**src/rtl/core/orwa_pkg.sv**
```systemverilog
// ----------------------------------------------------------------------------
// orwa_pkg
// shared constants and types for the octet rate window average block
// ----------------------------------------------------------------------------
package orwa_pkg;

    // width of one octet counter sample and of one average
    localparam int DATA_W = 32;

    // default number of deltas held in the window
    localparam int WINDOW_DEF = 24;

    // divider status seen by the sequencer
    typedef struct packed {
        logic busy;
        logic done;
    } div_stat_t;

endpackage

```
**src/rtl/core/orwa_ram.sv**
```systemverilog
// ----------------------------------------------------------------------------
// orwa_ram
// generic simple dual port ram, one write port, one registered read port
// ----------------------------------------------------------------------------
module orwa_ram #(
    parameter int WIDTH = 64,
    parameter int DEPTH = 24,
    localparam int ADDR_W = (DEPTH > 1) ? $clog2(DEPTH) : 1
) (
    input  logic              clk,
    input  logic              we,
    input  logic [ADDR_W-1:0] waddr,
    input  logic [WIDTH-1:0]  wdata,
    input  logic [ADDR_W-1:0] raddr,
    output logic [WIDTH-1:0]  rdata
);

    logic [WIDTH-1:0] mem [DEPTH];
    logic [WIDTH-1:0] rdata_reg;

    // write port
    always_ff @(posedge clk)
    begin
        if (we)
        begin
            mem[waddr] <= wdata;
        end
    end

    // registered read port
    always_ff @(posedge clk)
    begin
        rdata_reg <= mem[raddr];
    end

    assign rdata = rdata_reg;

endmodule

```
**src/rtl/core/orwa_div.sv**
```systemverilog
// ----------------------------------------------------------------------------
// orwa_div
// restoring radix-2 divider, one quotient bit per cycle
// ----------------------------------------------------------------------------
module orwa_div #(
    parameter int NUM_W = 37,
    parameter int DEN_W = 5,
    parameter int QUO_W = orwa_pkg::DATA_W
) (
    input  logic               clk,
    input  logic               rst_n,
    input  logic               start,
    input  logic [NUM_W-1:0]   dividend,
    input  logic [DEN_W-1:0]   divisor,
    output orwa_pkg::div_stat_t stat,
    output logic [QUO_W-1:0]   quotient
);

    localparam int STEP_W = (NUM_W > 1) ? $clog2(NUM_W) : 1;

    logic              busy_reg,  busy_next;
    logic              done_reg,  done_next;
    logic [STEP_W-1:0] step_reg,  step_next;
    logic [NUM_W-1:0]  quo_reg,   quo_next;
    logic [DEN_W-1:0]  rem_reg,   rem_next;
    logic [DEN_W-1:0]  den_reg,   den_next;

    logic [DEN_W:0]    shifted;
    logic [DEN_W+1:0]  diff;
    logic              fits;

    // one shift and trial subtract
    always_comb
    begin
        shifted = {rem_reg, quo_reg[NUM_W-1]};
        diff    = {1'b0, shifted} - {2'b00, den_reg};
        fits    = ~diff[DEN_W+1];
    end

    always_comb
    begin
        busy_next = busy_reg;
        done_next = 1'b0;
        step_next = step_reg;
        quo_next  = quo_reg;
        rem_next  = rem_reg;
        den_next  = den_reg;
        if (start)
        begin
            busy_next = 1'b1;
            step_next = '0;
            quo_next  = dividend;
            rem_next  = '0;
            den_next  = divisor;
        end
        else if (busy_reg)
        begin
            rem_next  = fits ? diff[DEN_W-1:0] : shifted[DEN_W-1:0];
            quo_next  = {quo_reg[NUM_W-2:0], fits};
            step_next = step_reg + 1'b1;
            if (step_reg == STEP_W'(NUM_W - 1))
            begin
                busy_next = 1'b0;
                done_next = 1'b1;
            end
        end
    end

    // control state
    always_ff @(posedge clk or negedge rst_n)
    begin
        if (!rst_n)
        begin
            busy_reg <= 1'b0;
            done_reg <= 1'b0;
            step_reg <= '0;
        end
        else
        begin
            busy_reg <= busy_next;
            done_reg <= done_next;
            step_reg <= step_next;
        end
    end

    // datapath
    always_ff @(posedge clk)
    begin
        quo_reg <= quo_next;
        rem_reg <= rem_next;
        den_reg <= den_next;
    end

    assign stat.busy = busy_reg;
    assign stat.done = done_reg;
    assign quotient  = quo_reg[QUO_W-1:0];

endmodule

```
**src/rtl/core/orwa_ctrl.sv**
```systemverilog
// ----------------------------------------------------------------------------
// orwa_ctrl
// sample sequencer: deltas, window store, running sums, divider control
// ----------------------------------------------------------------------------
module orwa_ctrl #(
    parameter int WINDOW = orwa_pkg::WINDOW_DEF,
    localparam int CNT_W = $clog2(WINDOW + 1),
    localparam int SUM_W = orwa_pkg::DATA_W + CNT_W
) (
    input  logic                          clk,
    input  logic                          rst_n,
    // sample request
    input  logic                          in_valid,
    output logic                          in_ready,
    input  logic [orwa_pkg::DATA_W-1:0]   rx_count,
    input  logic [orwa_pkg::DATA_W-1:0]   tx_count,
    // divider
    output logic                          div_start,
    output logic [SUM_W-1:0]              div_dividend,
    output logic [CNT_W-1:0]              div_divisor,
    input  orwa_pkg::div_stat_t           div_stat,
    input  logic [orwa_pkg::DATA_W-1:0]   div_quotient,
    // result request
    output logic                          res_valid,
    input  logic                          res_ready,
    output logic [orwa_pkg::DATA_W-1:0]   rx_average,
    output logic [orwa_pkg::DATA_W-1:0]   tx_average,
    output logic                          average_valid
);

    localparam int DW     = orwa_pkg::DATA_W;
    localparam int SLOT_W = (WINDOW > 1) ? $clog2(WINDOW) : 1;

    typedef enum logic [7:0] {
        ST_IDLE    = 8'b0000_0001,
        ST_UPD     = 8'b0000_0010,
        ST_SUB     = 8'b0000_0100,
        ST_RX_GO   = 8'b0000_1000,
        ST_RX_WAIT = 8'b0001_0000,
        ST_TX_GO   = 8'b0010_0000,
        ST_TX_WAIT = 8'b0100_0000,
        ST_OUT     = 8'b1000_0000
    } state_t;

    state_t            state_reg,  state_next;
    logic [DW-1:0]     prev_rx_reg, prev_rx_next;
    logic [DW-1:0]     prev_tx_reg, prev_tx_next;
    logic [SUM_W-1:0]  rx_sum_reg, rx_sum_next;
    logic [SUM_W-1:0]  tx_sum_reg, tx_sum_next;
    logic [CNT_W-1:0]  fill_reg,   fill_next;
    logic [SLOT_W-1:0] oldest_reg, oldest_next;
    logic [DW-1:0]     drx_reg,    drx_next;
    logic [DW-1:0]     dtx_reg,    dtx_next;
    logic [DW-1:0]     rx_avg_reg, rx_avg_next;
    logic [DW-1:0]     tx_avg_reg, tx_avg_next;
    logic              valid_reg,  valid_next;

    logic              full;
    logic [SLOT_W:0]   slot_sum;
    logic [SLOT_W-1:0] free_slot;
    logic [SLOT_W-1:0] oldest_inc;

    logic              ram_we;
    logic [SLOT_W-1:0] ram_waddr;
    logic [2*DW-1:0]   ram_rdata;

    // window slot arithmetic
    always_comb
    begin
        full     = (fill_reg == CNT_W'(WINDOW));
        slot_sum = {1'b0, oldest_reg} + (SLOT_W+1)'(fill_reg);
        if (slot_sum >= (SLOT_W+1)'(WINDOW))
        begin
            slot_sum = slot_sum - (SLOT_W+1)'(WINDOW);
        end
        free_slot  = slot_sum[SLOT_W-1:0];
        oldest_inc = (oldest_reg == SLOT_W'(WINDOW - 1)) ? '0 : oldest_reg + 1'b1;
    end

    // delta store, rx delta in the low half
    orwa_ram #(
        .WIDTH (2 * DW),
        .DEPTH (WINDOW)
    ) u_delta_ram (
        .clk   (clk),
        .we    (ram_we),
        .waddr (ram_waddr),
        .wdata ({dtx_reg, drx_reg}),
        .raddr (oldest_reg),
        .rdata (ram_rdata)
    );

    // sequencer
    always_comb
    begin
        state_next   = state_reg;
        prev_rx_next = prev_rx_reg;
        prev_tx_next = prev_tx_reg;
        rx_sum_next  = rx_sum_reg;
        tx_sum_next  = tx_sum_reg;
        fill_next    = fill_reg;
        oldest_next  = oldest_reg;
        drx_next     = drx_reg;
        dtx_next     = dtx_reg;
        rx_avg_next  = rx_avg_reg;
        tx_avg_next  = tx_avg_reg;
        valid_next   = valid_reg;
        ram_we       = 1'b0;
        ram_waddr    = free_slot;
        div_start    = 1'b0;
        case (state_reg)
            ST_IDLE:
            begin
                if (in_valid)
                begin
                    prev_rx_next = rx_count;
                    prev_tx_next = tx_count;
                    drx_next     = rx_count - prev_rx_reg;
                    dtx_next     = tx_count - prev_tx_reg;
                    if (prev_rx_reg == '0 && prev_tx_reg == '0)
                    begin
                        // priming sample, window unchanged
                        if (fill_reg == '0)
                        begin
                            rx_avg_next = '0;
                            tx_avg_next = '0;
                            valid_next  = 1'b0;
                            state_next  = ST_OUT;
                        end
                        else
                        begin
                            state_next = ST_RX_GO;
                        end
                    end
                    else
                    begin
                        state_next = ST_UPD;
                    end
                end
            end
            ST_UPD:
            begin
                // add new deltas; a full window reads the oldest pair meanwhile
                rx_sum_next = rx_sum_reg + SUM_W'(drx_reg);
                tx_sum_next = tx_sum_reg + SUM_W'(dtx_reg);
                if (full)
                begin
                    state_next = ST_SUB;
                end
                else
                begin
                    ram_we     = 1'b1;
                    ram_waddr  = free_slot;
                    fill_next  = fill_reg + 1'b1;
                    state_next = ST_RX_GO;
                end
            end
            ST_SUB:
            begin
                // drop the oldest pair and overwrite its slot
                rx_sum_next = rx_sum_reg - SUM_W'(ram_rdata[DW-1:0]);
                tx_sum_next = tx_sum_reg - SUM_W'(ram_rdata[2*DW-1:DW]);
                ram_we      = 1'b1;
                ram_waddr   = oldest_reg;
                oldest_next = oldest_inc;
                state_next  = ST_RX_GO;
            end
            ST_RX_GO:
            begin
                div_start  = 1'b1;
                state_next = ST_RX_WAIT;
            end
            ST_RX_WAIT:
            begin
                if (div_stat.done)
                begin
                    rx_avg_next = div_quotient;
                    state_next  = ST_TX_GO;
                end
            end
            ST_TX_GO:
            begin
                div_start  = 1'b1;
                state_next = ST_TX_WAIT;
            end
            ST_TX_WAIT:
            begin
                if (div_stat.done)
                begin
                    tx_avg_next = div_quotient;
                    valid_next  = 1'b1;
                    state_next  = ST_OUT;
                end
            end
            ST_OUT:
            begin
                if (res_ready)
                begin
                    state_next = ST_IDLE;
                end
            end
            default:
            begin
                state_next = ST_IDLE;
            end
        endcase
    end

    // control and window state
    always_ff @(posedge clk or negedge rst_n)
    begin
        if (!rst_n)
        begin
            state_reg   <= ST_IDLE;
            prev_rx_reg <= '0;
            prev_tx_reg <= '0;
            rx_sum_reg  <= '0;
            tx_sum_reg  <= '0;
            fill_reg    <= '0;
            oldest_reg  <= '0;
        end
        else
        begin
            state_reg   <= state_next;
            prev_rx_reg <= prev_rx_next;
            prev_tx_reg <= prev_tx_next;
            rx_sum_reg  <= rx_sum_next;
            tx_sum_reg  <= tx_sum_next;
            fill_reg    <= fill_next;
            oldest_reg  <= oldest_next;
        end
    end

    // payload
    always_ff @(posedge clk)
    begin
        drx_reg    <= drx_next;
        dtx_reg    <= dtx_next;
        rx_avg_reg <= rx_avg_next;
        tx_avg_reg <= tx_avg_next;
        valid_reg  <= valid_next;
    end

    assign in_ready      = (state_reg == ST_IDLE);
    assign div_dividend  = (state_reg == ST_TX_GO) ? tx_sum_reg : rx_sum_reg;
    assign div_divisor   = fill_reg;
    assign res_valid     = (state_reg == ST_OUT);
    assign rx_average    = rx_avg_reg;
    assign tx_average    = tx_avg_reg;
    assign average_valid = valid_reg;

endmodule

```
**src/rtl/core/octet_rate_window_average_top.sv**
```systemverilog
// flow: add the deltas to the sums, drop the oldest pair on a full window, then divide
//   each sum by the fill; one radix-2 divider shared by both averages, 1 bit/cycle
// priming an empty window skips the divider; a new sample is taken once the last result
//   has left; the result register frees the sequencer while a result waits downstream
// reset: rst_n asynchronous active low, clears previous samples, sums, fill and slot;
//   the delta ram is not cleared, a slot is only read after it was written
// ----------------------------------------------------------------------------
// octet_rate_window_average_top
// moving average of rx and tx octet counter deltas over a sliding window
// ----------------------------------------------------------------------------
module octet_rate_window_average_top #(
    parameter int WINDOW = orwa_pkg::WINDOW_DEF
) (
    input  logic        clk,
    input  logic        rst_n,
    // sample stream
    input  logic        s_tvalid,
    output logic        s_tready,
    input  logic [63:0] s_tdata,   // rx_count [31:0], tx_count [63:32]
    // average stream
    output logic        m_tvalid,
    input  logic        m_tready,
    output logic [63:0] m_tdata,   // rx_average [31:0], tx_average [63:32]
    output logic        m_tuser    // average_valid [0]
);

    localparam int DW    = orwa_pkg::DATA_W;
    localparam int CNT_W = $clog2(WINDOW + 1);
    localparam int SUM_W = DW + CNT_W;

    logic                div_start;
    logic [SUM_W-1:0]    div_dividend;
    logic [CNT_W-1:0]    div_divisor;
    orwa_pkg::div_stat_t div_stat;
    logic [DW-1:0]       div_quotient;

    logic                res_valid;
    logic                res_ready;
    logic [DW-1:0]       rx_average;
    logic [DW-1:0]       tx_average;
    logic                average_valid;

    logic                out_valid_reg;
    logic [2*DW-1:0]     out_data_reg;
    logic                out_user_reg;

    orwa_ctrl #(
        .WINDOW (WINDOW)
    ) u_ctrl (
        .clk           (clk),
        .rst_n         (rst_n),
        .in_valid      (s_tvalid),
        .in_ready      (s_tready),
        .rx_count      (s_tdata[DW-1:0]),
        .tx_count      (s_tdata[2*DW-1:DW]),
        .div_start     (div_start),
        .div_dividend  (div_dividend),
        .div_divisor   (div_divisor),
        .div_stat      (div_stat),
        .div_quotient  (div_quotient),
        .res_valid     (res_valid),
        .res_ready     (res_ready),
        .rx_average    (rx_average),
        .tx_average    (tx_average),
        .average_valid (average_valid)
    );

    orwa_div #(
        .NUM_W (SUM_W),
        .DEN_W (CNT_W),
        .QUO_W (DW)
    ) u_div (
        .clk      (clk),
        .rst_n    (rst_n),
        .start    (div_start),
        .dividend (div_dividend),
        .divisor  (div_divisor),
        .stat     (div_stat),
        .quotient (div_quotient)
    );

    // output register
    assign res_ready = ~out_valid_reg | m_tready;

    always_ff @(posedge clk or negedge rst_n)
    begin
        if (!rst_n)
        begin
            out_valid_reg <= 1'b0;
        end
        else if (res_ready)
        begin
            out_valid_reg <= res_valid;
        end
    end

    always_ff @(posedge clk)
    begin
        if (res_valid && res_ready)
        begin
            out_data_reg <= {tx_average, rx_average};
            out_user_reg <= average_valid;
        end
    end

    assign m_tvalid = out_valid_reg;
    assign m_tdata  = out_data_reg;
    assign m_tuser  = out_user_reg;

endmodule
```
**config.mk**
```make
export PLATFORM = sky130hd
export DESIGN_NAME = octet_rate_window_average_top
export DESIGN_NICKNAME = d
export VERILOG_FILES = /design/src/rtl/core/orwa_pkg.sv /design/src/rtl/core/orwa_ram.sv /design/src/rtl/core/orwa_div.sv /design/src/rtl/core/orwa_ctrl.sv /design/src/rtl/core/octet_rate_window_average_top.sv
export SDC_FILE = /design/constraint.sdc
export NUM_CORES = 2
export LEC_CHECK = 0
export BUFFER_PORTS_ARGS = -buffer_cell sky130_fd_sc_hd__buf_2
export CORE_UTILIZATION = 50
export CTS_CLUSTER_SIZE = 14
export DETAILED_ROUTE_END_ITERATION = 6
export PLACE_DENSITY = 0.67
export SYNTH_ARGS = -nofsm -noshare
export SYNTH_HDL_FRONTEND = slang
export SYNTH_SLANG_ARGS = --single-unit
```
**constraint.sdc**
```tcl
create_clock -name clk -period 6.8 [get_ports clk]
set_input_delay 0.68 -clock clk [delete_from_list [all_inputs] [get_ports clk]]
set_output_delay 0.68 -clock clk [all_outputs]
set_load 0.05 [all_outputs]
```
## Word-level counts from Yosys, hierarchy flattened

Memory sizes are Yosys's and may differ from the RTL's. A register that Yosys moved wholly into a read port is not among the register bits.
Cells that the tools add are included.

- Register bits after elaboration: 406
- RAM bits: 1536
- Input port bits: 68
- Output and inout bits: 67
- Logic and storage cells: 112
- Memories kept: 1

- Add/subtract/negate cells: 12
- Order comparisons: 1
- Equal/unequal tests: 17
- Mux-type cells: 41
- Bitwise gates (word level): 4
- Reductions and logical operators: 15

Memories:

| name | depth | width | read ports | clocked after memory_dff | wr ports | RTL line | source |
|---|---|---|---|---|---|---|---|
| u_ctrl.u_delta_ram.mem | 24 | 64 | 1 | 1 | 1 | orwa_ram.sv:18 | `logic [WIDTH-1:0] mem [DEPTH];` |

Operators with widths:

| operator | number |
|---|---|
| $pmux W37 S2 | 2 |
| $mux W32 | 4 |
| $pmux W32 S2 | 2 |
| $mux W37 | 3 |
| $add A37 B32 Y37 | 2 |
| $sub A37 B32 Y37 | 2 |
| $logic_not A32 Y1 | 2 |
| $pmux W8 S8 | 1 |
| $sub A32 B32 Y32 | 2 |
| $mux W8 | 6 |
| $mux W5 | 4 |
| $mux W1 | 14 |
| $mux W6 | 2 |
| $add A5 B1 Y5 const B | 2 |
| $eq A5 B5 Y1 const B | 2 |
| $ne A2 B1 Y1 const B | 5 |
| $reduce_and A5 Y1 | 2 |
| $eq A8 B1 Y1 const B | 1 |
| $eq A8 B2 Y1 const B | 1 |
| $eq A8 B3 Y1 const B | 1 |
| $eq A8 B4 Y1 const B | 1 |
| $eq A8 B5 Y1 const B | 1 |
| $eq A8 B6 Y1 const B | 1 |
| $eq A8 B7 Y1 const B | 1 |
| other kinds (18) | 26 |

## Logic depth before layout (Yosys ltp)

- Word-level depth: 5
- Mapped depth: 23
- Gate-level depth less buffers: 22

## Hierarchy

Synthesis repeated with hierarchy kept, for this count alone.

- Cells, all modules: 5504
- Area, all modules: 84935.2 µm²

By module, submodules not included:

| module | instances | cells each | area an instance (µm²) | seq. area each (µm²) |
|---|---|---|---|---|
| orwa_ram | 1 | 3056 | 60360.4 | 47405.5 |
| orwa_ctrl | 1 | 2177 | 19830.3 | 7778.7 |
| orwa_div | 1 | 202 | 2738.9 | 1561.5 |
| octet_rate_window_average_top | 1 | 69 | 2005.7 | 1976.9 |

## Least setup slack after synthesis

No wires, ideal clock.

- Path kind: flip-flop to flip-flop
- Start: register u_ctrl.oldest_reg[1]
- End: memory u_ctrl.u_delta_ram.mem[21][0] (enable)
- Library setup time: 0.487 ns
- Arrival: 6.131 ns
- Required time: 6.313 ns
- Setup slack: 0.183 ns
- Stages on the path, launching flop included: 16
- Buffers on the path: 4
- Period minus slack after synthesis: 6.617 ns
- Path through: dfrtp_1 clkbuf_1 clkbuf_1 buf_1 clkbuf_1 inv_1 fa_1 inv_1 a21o_1 a21oi_1 xnor2_1 or3_1 a31oi_1 nor2b_1 nand2_1 nor2_1

- Cells in the longest elaborated chain, start to end: 4
- Elaborated cells between the ends (all ways): 5
- Classes of those cells: add/sub (2); order compare (1); mux (2)

RTL lines:

| element | RTL line | source |
|---|---|---|
| from (decl) | orwa_ctrl.sv:51 | `logic [SLOT_W-1:0] oldest_reg, oldest_next;` |
| from (signal assigned) | orwa_ctrl.sv:230 | `oldest_reg <= oldest_next;` |
| $add A5 B5 Y6 | orwa_ctrl.sv:71 | `slot_sum = {1'b0, oldest_reg} + (SLOT_W+1)'(fill_reg);` |
| $sub A5 B5 Y5 / $ge A6 B5 Y1 (equally long branches) | orwa_ctrl.sv:74, orwa_ctrl.sv:72 |  |
| $mux W5 | orwa_ctrl.sv:72 | `if (slot_sum >= (SLOT_W+1)'(WINDOW))` |
| $mux W5 * | -- |  |
| to (decl) | orwa_ram.sv:18 |  |

Every way passes the cells marked *; elsewhere a longest branch is shown, timed or not.

## Worst setup path after layout

- Start: register u_ctrl.dtx_reg[4]
- End: register u_ctrl.tx_sum_reg[35]

- Cells in the longest elaborated chain, start to end: 2

RTL lines:

| element | RTL line | source |
|---|---|---|
| from (decl) | orwa_ctrl.sv:53 | `logic [DW-1:0] dtx_reg, dtx_next;` |
| from (signal assigned) | orwa_ctrl.sv:238 | `dtx_reg <= dtx_next;` |
| $add A37 B32 Y37 | orwa_ctrl.sv:145 | `tx_sum_next = tx_sum_reg + SUM_W'(dtx_reg);` |
| $pmux W37 S2 | orwa_ctrl.sv:111 | `case (state_reg)` |
| to (signal assigned) | orwa_ctrl.sv:228 | `tx_sum_reg <= tx_sum_next;` |
| to (decl) | orwa_ctrl.sv:49 | `logic [SUM_W-1:0] tx_sum_reg, tx_sum_next;` |

Every way passes these cells.
A chain may end at the register's enable or synchronous reset.

==> results.md <==
- HP Class: input pin to register
- FFs w/ async S/R, synth: 0.0823
- Nets: 5293
- P_int: 24.8 mW
- P_leak: 31.4 nW
- Crit. Startpoint: u_ctrl.dtx_reg[4]$_DFFE_PP_
- All-Layer GR Usage: 0.242
- 1st-iter DRT viols: 4321
- Crit. End Element: register
- Fin Setup TNS: 0 ps
- FF-to-FF Start: u_ctrl.dtx_reg[4]$_DFFE_PP_
- ANT nets after route: 0
- DP HPWL: 119000 um
- Layout area overhead: 12.8%
- Final GP Congestion: 0.864
- CTS tree: done
- Post-CTS Resized: 0
- Kind of critical path: register to register
- Synth cell count leaders: edfxtp_1 (1772), mux4_2 (448), nor2_1 (294)
- Clock Power Share: 0.299
- P per Cell Area: 383 nW/um^2
- Seq/Total Area, Yosys: 0.708
- Vias in the first global route: 43800
- Die Y: 409 um
- Share of cells above drive strength 1: 0.201
- Largest net degree at the start of global routing: 143
- Avg Vias per Cell: 5.96
- Clock root buffer: clkbuf_16
- Post-synthesis cell count: 4816
- TritonCTS Sinks: 2006
- Peak VDD IR: 295 uV
- Total global routing overflow: 0
- Switching Fraction: 0.310
- Cell Rows: 149
- Slew HR: 0.142
- Total net switching power: 11.1 mW
- Unrepaired setup endpoints after global routing: false
- Syn Area/Cell: 17.2 sq um
- # DRC: 0
- Die area: 167000 sq um
- Largest register FFs: 1536
- Total I/O pin count: 135
- Final Core Density: 0.568
- First-pass GRT wire length: 295000 um
- Hold path start: s_tdata[63]
- Fin crit period: 6050 ps
- Number of synthesized register bits: 2006
- Wire per inst: 27.2 um
- DR vias: 44300
- Top_reg_cell synth: edfxtp_1
- Cell with the most instances after synthesis: edfxtp_1
- Status: finished clean
- Max-cap viol count: 0
- Setup violations, final: 0
- Die X-Extent: 409 um
- CTS Buffer Depth: 3
- Initial core utilization: 0.503
- Clk_lat worst skew: 840 ps
- Mapped Nets: 5041
- Number of distinct library cells after synthesis: 70
- DR pass1 iterations: 6
- Top cells by area, synth: edfxtp_1 (64%), mux4_2 (12%), dfrtp_1 (4.9%)
- Worst-Margin Slew: 1280 ps
- CORE AREA: 165000 sq um
- Reg power frac: 0.474
- Syn. warnings: 0
- Combinational Power Share: 0.226
- Worst EP required: 7480 ps
- Final cycle utilization of the critical path: 0.890
- EDFF count, synth: 1772
- Worst path arrival time: 6730 ps
- Fin. max-slew vios: 0
- I/O Buffers: 134
- Synth Cell Area: 82900 sq um
- Critical path peak fanout: 28
- Final setup skew: 38.1 ps
- Final Hold Fails: 0
- Startpoint Class: register
- Initial antenna violation count: 9
- Top-area cell type share of the netlist area: 0.642
- TritonCTS buffer count: 196
- H-Tree Depth: 4
- Post-Route WL: 202000 um
- Max Freq: 165 MHz
- Worst-path clk slew: 60 ps
- Cell taking the most area after synthesis: edfxtp_1
[layer usage]
metal,GRT usage,wire length [um],vias up,share of wire
met5,0,0,-,0
li1,-,-,19400,-
met2,0.373,93800,1831,0.46
met4,0.0755,5690,0,0.028
met3,0.0579,18200,279,0.090
met1,0.344,84300,22800,0.42
[through the flow]
| stage | total power, mW | hold WS [ps] | area (sq um) | instances | setup WS (ps) |
|---|---|---|---|---|---|
| global placement | 25.0 | 403 | 87200 | 7058 | 943 |
| global route | 37.4 | 53.9 | 93600 | 7430 | 408 |
| CTS | 35.9 | 5.02 | 93600 | 7429 | 821 |
| finish | 35.9 | 57.3 | 93600 | 7434 | 750 |
| detailed placement | 25.2 | 405 | 87200 | 7058 | 876 |
| floorplan | 22.1 | 384 | 82900 | 4816 | 183 |
[path summary, 6_finish.rpt]
kind	endpoint	slack, ps	depth (start not counted)
setup / recovery	u_ctrl.tx_sum_reg[35]$_DFFE_PN0P_	750	20
hold / removal	u_ctrl.prev_tx_reg[31]$_DFFE_PN0P_	60	3
setup reg to reg	u_ctrl.tx_sum_reg[35]$_DFFE_PN0P_	750	20
hold reg to reg	m_tdata[23]$_DFFE_PP_	420	0
max in group asynchronous	u_ctrl.oldest_reg[0]$_DFFE_PN0P_	5190	3
min in group asynchronous	u_ctrl.prev_rx_reg[31]$_DFFE_PN0P_	270	2
[cells in the final DEF (no fill, tap or decap), types with 133 or more instances in the layout]
cell / n
clkbuf_16: 200
buf_2: 133
edfxtp_1: 1772
nand2_1: 268
ha_1: 151
mux4_2: 448
a21oi_1: 254
nor2_1: 269
dfrtp_1: 159
o21ai_0: 234
[power by group through the flow]
stage | clock network, mW | registers, mW | logic, mW
final | 10.7 | 17.0 | 8.12
after global routing | 11.3 | 17.1 | 8.96
after CTS | 10.9 | 17.0 | 8.02
after detailed placement | 0 | 17.3 | 7.98
after global placement | 0 | 17.2 | 7.86
after floorplan | 0 | 17.0 | 5.14
[cell families (layout without fill, tap and decap cells)]
| kind of cell | after synthesis | in the layout | share of synthesized area |
|---|---|---|---|
| AOI/OAI and AO/OA | 706 | 706 | 0.0500 |
| muxes | 555 | 555 | 0.135 |
| and+or+nand+nor | 878 | 878 | 0.0488 |
| xor gates and xnor gates | 182 | 182 | 0.0192 |
| adders and majority gates | 157 | 157 | 0.0242 |
| DFF | 2006 | 2006 | 0.708 |
| other | 0 | 5 | 0 |
| buffers and inverters | 332 | 756 | 0.0150 |
[critical path, cell delays in order (launching register included)]
cell,delay [ps]
edfxtp_1,360
buf_4,230
or3_1,430
or3_1,420
nor3_1,480
or3b_2,640
or4_1,650
nor2_1,160
xor2_1,80
nand2_1,100
o21ai_0,80
ha_1,390
and3_1,240
nor3b_1,150
a21o_1,160
a211oi_1,350
nor2_1,130
a311oi_1,440
o21bai_1,160
xnor2_1,160
a21oi_1,90
[repair_timing]
action,in CTS,in global routing
buffers inserted,0,0
setup endpoints to repair,0,0
hold endpoints to repair,23,0
hold buffers,1,0
[layout make-up]
| class | count | area [sq um] |
|---|---|---|
| sequential | 2006 | 58700 |
| clock buffer | 286 | 5630 |
| timing repair buffer | 258 | 2030 |
| fill | 12500 | 71200 |
| multi-input combinational | 2478 | 23200 |
| clock inverter | 84 | 777 |
| antenna | 5 | 12.5 |
| inverter | 128 | 485 |
| tap | 2189 | 2740 |
Power figures use the tool's default switching activity.
